===== config.mk =====
export PLATFORM = sky130hd
export DESIGN_NAME = csv_byte_tokenizer
export DESIGN_NICKNAME = d
export VERILOG_FILES = /design/src/design/csvt_pkg.sv /design/src/design/csv_byte_tokenizer.sv /design/src/design/csvt_scan.sv /design/src/design/csvt_queue.sv
export VERILOG_INCLUDE_DIRS = /design/src /design/src/design
export SDC_FILE = /design/constraint.sdc
export NUM_CORES = 1
export LEC_CHECK = 0
export BUFFER_PORTS_ARGS = -buffer_cell sky130_fd_sc_hd__clkbuf_2
export CORE_MARGIN = 8
export CORE_UTILIZATION = 60
export CTS_BUF_LIST = sky130_fd_sc_hd__clkbuf_8
export DETAILED_ROUTE_END_ITERATION = 16
export PLACE_DENSITY = 0.8
export SYNTH_ARGS = -nofsm -noshare
export SYNTH_HDL_FRONTEND = slang
export SYNTH_HIERARCHICAL = 1
export SYNTH_SLANG_ARGS = --single-unit

===== constraint.sdc =====
create_clock -name clk -period 10.05 [get_ports clk]
set_clock_uncertainty 0.15 [all_clocks]
set_input_delay 2.01 -clock clk [delete_from_list [all_inputs] [get_ports clk]]
set_output_delay 2.01 -clock clk [all_outputs]
set_load 0.01 [all_outputs]

===== src/design/csv_byte_tokenizer_defines.svh =====
// ----------------------------------------------------------------------------
// csv_byte_tokenizer_defines.svh
// Assertion macros shared by csv_byte_tokenizer and csvt_queue.
// ----------------------------------------------------------------------------
`ifndef CSV_BYTE_TOKENIZER_DEFINES_SVH
`define CSV_BYTE_TOKENIZER_DEFINES_SVH

// Property that must hold at every clock edge outside reset
`define CSVT_ASSERT(lbl, expr, msg) \
	lbl: assert property (@(posedge clk) disable iff (!arst_n) (expr)) else $error(msg);

// Antecedent in one cycle implies consequent in the next
`define CSVT_ASSERT_NEXT(lbl, ante, cons, msg) \
	lbl: assert property (@(posedge clk) disable iff (!arst_n) (ante) |=> (cons)) \
		else $error(msg);

`endif


===== src/design/csvt_pkg.sv =====
// ----------------------------------------------------------------------------
// csvt_pkg
// Types and constants of the CSV byte tokenizer.
// ----------------------------------------------------------------------------
package csvt_pkg;

	// Token kinds
	typedef enum logic [1:0] {
		KIND_BYTE   = 2'd0,
		KIND_FIELD  = 2'd1,
		KIND_RECORD = 2'd2,
		KIND_FILE   = 2'd3
	} kind_t;

	// Scanner mode
	typedef enum logic [1:0] {
		MODE_NORMAL     = 2'd0,
		MODE_QUOTED     = 2'd1,
		MODE_QUOTE_SEEN = 2'd2,
		MODE_CR_SEEN    = 2'd3
	} mode_t;

	// Configuration register indexes
	typedef enum logic [1:0] {
		REG_DELIMITER = 2'd0,
		REG_QUOTE     = 2'd1,
		REG_UNIX_EOL  = 2'd2,
		REG_UNUSED    = 2'd3
	} reg_idx_t;

	localparam logic [7:0] CHAR_CR        = 8'h0D;
	localparam logic [7:0] CHAR_LF        = 8'h0A;
	localparam logic [7:0] DELIM_RESET    = 8'h2C;
	localparam logic [7:0] QUOTE_RESET    = 8'h22;

	// Token queue geometry
	localparam int QDEPTH = 4;
	localparam int QPTR_W = $clog2(QDEPTH);
	localparam int QCNT_W = $clog2(QDEPTH + 1);

	// Configuration values
	typedef struct packed {
		logic [7:0] delimiter;
		logic [7:0] quote_char;
		logic       unix_eol;
	} cfg_t;

	// One result token
	typedef struct packed {
		kind_t      kind;
		logic [7:0] tbyte;
		logic       last;
	} token_t;

	// Up to two tokens produced by one input word
	typedef struct packed {
		logic [1:0] n;
		token_t     t0;
		token_t     t1;
	} push_t;

endpackage


===== src/design/csv_byte_tokenizer.sv =====
// ----------------------------------------------------------------------------
// csv_byte_tokenizer
// CSV byte stream to token stream (data byte, end of field/record/file).
//
//  channel | direction | handshake              | payload
//  --------+-----------+------------------------+------------------------------
//  s_*     | in        | s_tvalid / s_tready    | tdata data_byte, tuser req_type
//  m_*     | out       | m_tvalid / m_tready    | tdata token_byte, tuser kind,
//          |           |                        | tlast last_of_run
//  cfg_*   | in        | cfg_we                 | cfg_index, cfg_wdata
//
// One input word a cycle is taken into the input register while s_tready
// is high; it is decoded there, and its zero, one or two tokens enter a
// four-entry queue as it leaves. A word leaves the input register only while
// the queue has room for two tokens, so sustained rate is one word a cycle
// while tokens drain as fast. Tokens pass the input register, then the queue.
// Reset clears mode, queue and input register; configuration returns to
// delimiter ',', quote '"', CR LF line ends.
// ----------------------------------------------------------------------------
`include "csv_byte_tokenizer_defines.svh"

module csv_byte_tokenizer (
	input  logic       clk,
	input  logic       arst_n,
	input  logic       s_tvalid,
	output logic       s_tready,
	input  logic [7:0] s_tdata,   // [7:0] data_byte
	input  logic       s_tuser,   // [0] req_type
	output logic       m_tvalid,
	input  logic       m_tready,
	output logic [7:0] m_tdata,   // [7:0] token_byte
	output logic [1:0] m_tuser,   // [1:0] token_kind
	output logic       m_tlast,
	input  logic       cfg_we,
	input  logic [1:0] cfg_index,
	input  logic [7:0] cfg_wdata
);
	import csvt_pkg::*;

	cfg_t       cfg_q;
	mode_t      mode_q, mode_nxt;
	logic       valid_s1;
	logic       end_s1;
	logic [7:0] byte_s1;
	logic       room, advance;
	push_t      scan_push, push;
	token_t     out_tok;

	// configuration registers
	always_ff @(posedge clk or negedge arst_n) begin
		if (!arst_n) begin
			cfg_q.delimiter  <= DELIM_RESET;
			cfg_q.quote_char <= QUOTE_RESET;
			cfg_q.unix_eol   <= 1'b0;
		end else if (cfg_we) begin
			unique case (reg_idx_t'(cfg_index))
				REG_DELIMITER: cfg_q.delimiter  <= cfg_wdata;
				REG_QUOTE:     cfg_q.quote_char <= cfg_wdata;
				REG_UNIX_EOL:  cfg_q.unix_eol   <= cfg_wdata[0];
				REG_UNUSED: begin
				end
				default: begin
				end
			endcase
		end
	end

	// input register
	assign advance  = valid_s1 && room;
	assign s_tready = !valid_s1 || room;

	always_ff @(posedge clk or negedge arst_n) begin
		if (!arst_n) begin
			valid_s1 <= 1'b0;
		end else if (s_tready) begin
			valid_s1 <= s_tvalid;
		end
	end

	always_ff @(posedge clk) begin
		if (s_tvalid && s_tready) begin
			end_s1  <= s_tuser;
			byte_s1 <= s_tdata;
		end
	end

	// mode register, updated as each word is decoded
	always_ff @(posedge clk or negedge arst_n) begin
		if (!arst_n) begin
			mode_q <= MODE_NORMAL;
		end else if (advance) begin
			mode_q <= mode_nxt;
		end
	end

	csvt_scan u_scan (
		.cfg      (cfg_q),
		.mode     (mode_q),
		.req_end  (end_s1),
		.c        (byte_s1),
		.push     (scan_push),
		.mode_nxt (mode_nxt)
	);

	always_comb begin
		push   = scan_push;
		push.n = advance ? scan_push.n : 2'd0;
	end

	csvt_queue u_queue (
		.clk       (clk),
		.arst_n    (arst_n),
		.push      (push),
		.room      (room),
		.out_valid (m_tvalid),
		.out_ready (m_tready),
		.out_tok   (out_tok)
	);

	assign m_tdata = out_tok.tbyte;
	assign m_tuser = out_tok.kind;
	assign m_tlast = out_tok.last;

	`CSVT_ASSERT_NEXT(a_s1_hold, valid_s1 && !room, valid_s1 && $stable(byte_s1) && $stable(end_s1), "stalled input word changed")

endmodule


===== src/design/csvt_scan.sv =====
// ----------------------------------------------------------------------------
// csvt_scan
// Decode of one input word against the current mode: tokens and next mode.
// ----------------------------------------------------------------------------
module csvt_scan (
	input  csvt_pkg::cfg_t  cfg,
	input  csvt_pkg::mode_t mode,
	input  logic            req_end,
	input  logic [7:0]      c,
	output csvt_pkg::push_t push,
	output csvt_pkg::mode_t mode_nxt
);
	import csvt_pkg::*;

	// normal-mode handling of c
	logic  nb_emit;
	kind_t nb_kind;
	mode_t nb_mode;

	always_comb begin
		nb_emit = 1'b1;
		nb_kind = KIND_BYTE;
		nb_mode = MODE_NORMAL;
		priority if (c == cfg.quote_char) begin
			nb_emit = 1'b0;
			nb_mode = MODE_QUOTED;
		end else if (c == cfg.delimiter) begin
			nb_kind = KIND_FIELD;
		end else if (!cfg.unix_eol && c == CHAR_CR) begin
			nb_emit = 1'b0;
			nb_mode = MODE_CR_SEEN;
		end else if (cfg.unix_eol && c == CHAR_LF) begin
			nb_kind = KIND_RECORD;
		end else begin
			// plain data byte
			nb_kind = KIND_BYTE;
		end
	end

	// byte field is zero for non-byte kinds
	function automatic token_t mk(kind_t k, logic [7:0] b);
		token_t t;
		t.kind  = k;
		t.tbyte = (k == KIND_BYTE) ? b : 8'h00;
		t.last  = 1'b0;
		return t;
	endfunction

	token_t t0, t1;
	logic [1:0] n;

	always_comb begin
		t0       = mk(KIND_BYTE, c);
		t1       = mk(nb_kind, c);
		n        = 2'd0;
		mode_nxt = mode;
		if (req_end) begin
			mode_nxt = MODE_NORMAL;
			if (mode == MODE_CR_SEEN) begin
				t0 = mk(KIND_BYTE, CHAR_CR);
				t1 = mk(KIND_FILE, 8'h00);
				n  = 2'd2;
			end else begin
				t0 = mk(KIND_FILE, 8'h00);
				n  = 2'd1;
			end
		end else begin
			unique case (mode)
				MODE_QUOTED: begin
					if (c == cfg.quote_char) begin
						mode_nxt = MODE_QUOTE_SEEN;
					end else begin
						n = 2'd1;
					end
				end
				MODE_QUOTE_SEEN: begin
					if (c == cfg.quote_char) begin
						mode_nxt = MODE_QUOTED;
						n        = 2'd1;
					end else begin
						t0       = mk(nb_kind, c);
						n        = {1'b0, nb_emit};
						mode_nxt = nb_mode;
					end
				end
				MODE_CR_SEEN: begin
					if (c == CHAR_LF) begin
						mode_nxt = MODE_NORMAL;
						t0       = mk(KIND_RECORD, 8'h00);
						n        = 2'd1;
					end else begin
						// pending CR goes out as data, then c in normal mode
						t0       = mk(KIND_BYTE, CHAR_CR);
						n        = nb_emit ? 2'd2 : 2'd1;
						mode_nxt = nb_mode;
					end
				end
				MODE_NORMAL: begin
					t0       = mk(nb_kind, c);
					n        = {1'b0, nb_emit};
					mode_nxt = nb_mode;
				end
				default: begin
					mode_nxt = MODE_NORMAL;
				end
			endcase
		end
	end

	// mark the final token of this word
	always_comb begin
		push    = '0;
		push.n  = n;
		push.t0 = t0;
		push.t1 = t1;
		push.t0.last = (n == 2'd1);
		push.t1.last = (n == 2'd2);
	end

endmodule


===== src/design/csvt_queue.sv =====
// ----------------------------------------------------------------------------
// csvt_queue
// Small token queue: takes up to two tokens a cycle, gives out one while out_ready is high.
// ----------------------------------------------------------------------------
`include "csv_byte_tokenizer_defines.svh"

module csvt_queue (
	input  logic             clk,
	input  logic             arst_n,
	input  csvt_pkg::push_t  push,
	output logic             room,
	output logic             out_valid,
	input  logic             out_ready,
	output csvt_pkg::token_t out_tok
);
	import csvt_pkg::*;

	token_t              mem_q [QDEPTH];
	logic [QPTR_W-1:0]   wr_q, rd_q;
	logic [QCNT_W-1:0]   count_q;
	logic                pop;
	logic [QPTR_W-1:0]   wr_p1;

	assign pop       = out_valid && out_ready;
	assign out_valid = (count_q != '0);
	assign out_tok   = mem_q[rd_q];
	assign wr_p1     = wr_q + QPTR_W'(1);
	// room for a full pair of tokens
	assign room      = (count_q <= QCNT_W'(QDEPTH - 2));

	// token storage
	always_ff @(posedge clk) begin
		if (push.n != 2'd0) begin
			mem_q[wr_q] <= push.t0;
		end
		if (push.n == 2'd2) begin
			mem_q[wr_p1] <= push.t1;
		end
	end

	// pointers and fill count
	always_ff @(posedge clk or negedge arst_n) begin
		if (!arst_n) begin
			wr_q    <= '0;
			rd_q    <= '0;
			count_q <= '0;
		end else begin
			wr_q    <= wr_q + QPTR_W'(push.n);
			if (pop) begin
				rd_q <= rd_q + QPTR_W'(1);
			end
			count_q <= count_q + QCNT_W'(push.n) - QCNT_W'(pop);
		end
	end

	`CSVT_ASSERT(a_no_overflow, (push.n == 2'd0) || (count_q + QCNT_W'(push.n) <= QCNT_W'(QDEPTH)), "token queue overflow")
	`CSVT_ASSERT_NEXT(a_pair_fill, (push.n == 2'd2) && !pop, count_q == $past(count_q) + QCNT_W'(2), "pair push lost a token")

endmodule

==> reports/metrics.yaml <==
outcome:
  status: "complete, no violations"
setup_path:
  reg2reg_depth: 9
  reg2reg_from: "byte_s1[3]"
  startpoint: "u_queue/rd_q[0]"
  worstPathRequired_ns: 7.89
  critPathCaptureType: "output pin"
  reg2reg_slack_ns: 6.31
  arrival_ns: 1.95
  startpoint_type: "flop"
  r2r-end: "u_queue/mem_q[0][3]"
  cp_max_fo: 13
  path_class: "flop to output pin"
placement:
  gp_congestion: 0.835
  io_buffers: 36
  place_area_sq_mm: 0.00463
  place_ws_ns: 6.28
  hpwl_mm: 6.07
synthesis:
  syn-num-nets: 334
  syn-cell-area_sq_mm: 0.00446
  synth_top_cells_by_area: "edfxtp_1, dfrtp_1, mux2_2"
  synth_cell_types: 60
  synth-seq-cells: 80
  synth_seq_area_share_pct: 50.9
  netlist.area_leader.share_pct: 35.7
  synthCells: 305
  synth_ff_type: "edfxtp_1"
  synth_warnings: 6
  yosysTopAreaCell: "edfxtp_1"
  synth_edf_count: 53
  avgSynthCellArea_sq_um: 14.6
  synthArstFlopShare_pct: 33.8
sta:
  finalWorstSetupSlack_ns: 5.94
  slew_headroom_pct: 35.9
  finalCriticalPeriod_ns: 4.11
  fin_setup_tns_ns: 0
  finalHoldViolCount: 0
  rsz0062_at_grt: "false"
  finalSetupViolations: 0
  timing.final.crit_share_pct: 40.8
  tightestPinTransition_ns: 0.958
  final_max_slew_viol_count: 0
  fmaxAchievable_mhz: 244
cts:
  hold_buffers: 0
  clock_sinks: 80
  postCtsResizedCells: 0
  cts-root-buf: "clkbuf_8"
  cts-buffers-inserted: 9
  cts_tree: "yes"
  clk_pin_slew_ns: 0.08
  h-tree-depth: 3
  cts_buffer_depth: 2
  clock_latency_ns: 0.35
  cts_setup_buffers: 0
layout:
  finalNetCount: 361
  finalInstanceArea_sq_mm: 0.00484
  fillers: 540
  diodes: 0
  drive_gt1_share_pct: 43.6
  mostFrequentLayoutCell: "edfxtp_1"
  final_cell_mix: "edfxtp_1, mux2_2, clkbuf_2, dfrtp_1, mux2_4"
  syn2layout_area_growth_pct: 8.55
routing:
  wl_per_cell_um: 18.5
  drc: 0
  drtIter0Drc: 121
  vias: 2529
  dr.pass1.iters: 4
  viasPerCell: 5.80
  wl_mm: 8.05
  drtAntennaViolNets: 0
flow_run:
  drv_cap: 0
floorplan:
  floorplan.initialDensity_pct: 61.9
  rows: 31
  die_height_um: 102
  die_area_sq_mm: 0.0105
  ioPinCount: 37
  die_width_um: 102
  design.core.area_sq_mm: 0.00721
grt:
  grt_max_degree: 28
  grt_use_total_pct: 16.9
  grt_pass1_wl_mm: 13.5
  grt_antenna_before_repair: 0
  grt_pass1_vias: 2660
  overflow: 0
pwr:
  vdd_drop_max_mv: 0.109
  p_leak_nw: 1.81
  p_per_area_mw_per_mm2: 232
hold_path:
  min_delay_path_depth: 1
  min_from: "cfg_q[8]"
  min_path_type: "flop to flop"
  hold_end: "cfg_q[8]"
layer usage:
| layer | routed length [um] | global-route usage [%] | vias up |
|---|---|---|---|
| met2 | 3910 | 28.0 | 53 |
| li1 | - | - | 1219 |
| met1 | 3670 | 21.1 | 1246 |
| met5 | 0 | 0 | - |
| met4 | 148 | 6.88 | 0 |
| met3 | 330 | 3.47 | 11 |
report_power, final:
group	switching [W]	internal (W)	total [W]
combinational	0.000157	0.000188	0.000344
sequential	0.0000833	0.000448	0.000531
clock	0.000113	0.000138	0.000251
total	0.000353	0.000774	0.00113
cell type report:
cell class	instances	area, sq um	area share (%)
sequential	80	2270	46.9
multi-input combinational	194	2010	41.5
timing repair buffer	37	188	3.87
clock buffer	9	124	2.56
tap	99	124	2.56
clock inverter	7	88.8	1.83
inverter	10	37.5	0.775
worst max-delay path: stages (launching register included):
cell      delay, ns
dfrtp_1        0.85
mux4_2         0.60
clkbuf_2       0.14
metrics by stage:
stage | cells | util (%) | power, W | hold WS [ns]
after floorplan | 305 | - | 0.000791 | 0.327
after global placement | 420 | 64.2 | 0.000874 | 0.367
after detailed placement | 420 | 64.2 | 0.000888 | 0.366
after CTS | 436 | 67.2 | 0.00114 | 0.383
after global routing | 436 | 67.2 | 0.00120 | 0.401
final | 436 | 67.2 | 0.00113 | 0.378
cell usage after synthesis, types with 3 or more instances:
library cell  instances
o21a_1                4
mux2_2               45
nor3b_1              10
inv_1                10
nor4_2                3
buf_6                 5
buf_4                 5
mux4_2               11
dfrtp_1              22
nor2_1                8
ha_1                  4
nand2b_1              3
nand4_1               3
edfxtp_1             53
mux2_4               19
buf_2                 6
clkbuf_1              4
xnor2_1              13
nor3_1                4
o41ai_1               3
xor2_1                9
dfstp_2               5
and3_1                3
nand2_1               3
kinds of logic after synthesis:
logic type      Yosys count  share of synthesized area (%)
compound gates           29                           5.24
mux                      76                           23.5
fa+ha+maj                 5                           1.57
buf+inv                  31                           4.04
simple gates             62                           10.4
flops                    80                           50.9
xor+xnor                 22                           4.32
worst max-delay path by stage:
stage / endpoint / slack, ns / cells after the start
global placement: m_tdata[4] / 6.31 / 2
CTS: m_tdata[5] / 5.88 / 2
detailed placement: m_tdata[5] / 6.28 / 2
finish: m_tdata[5] / 5.94 / 2
floorplan: u_queue/count_q[2] / 6.56 / 7
global route: m_tlast / 5.78 / 2
sequential cells by signal (all words and copies together) (netlist names):
signal	count
byte_s1	8
cfg_q	17
end_s1	1
mode_q	2
u_queue/count_q	3
u_queue/mem_q	44
u_queue/rd_q	2
u_queue/wr_q	2
valid_s1	1
Power figures use the tool's default switching activity.
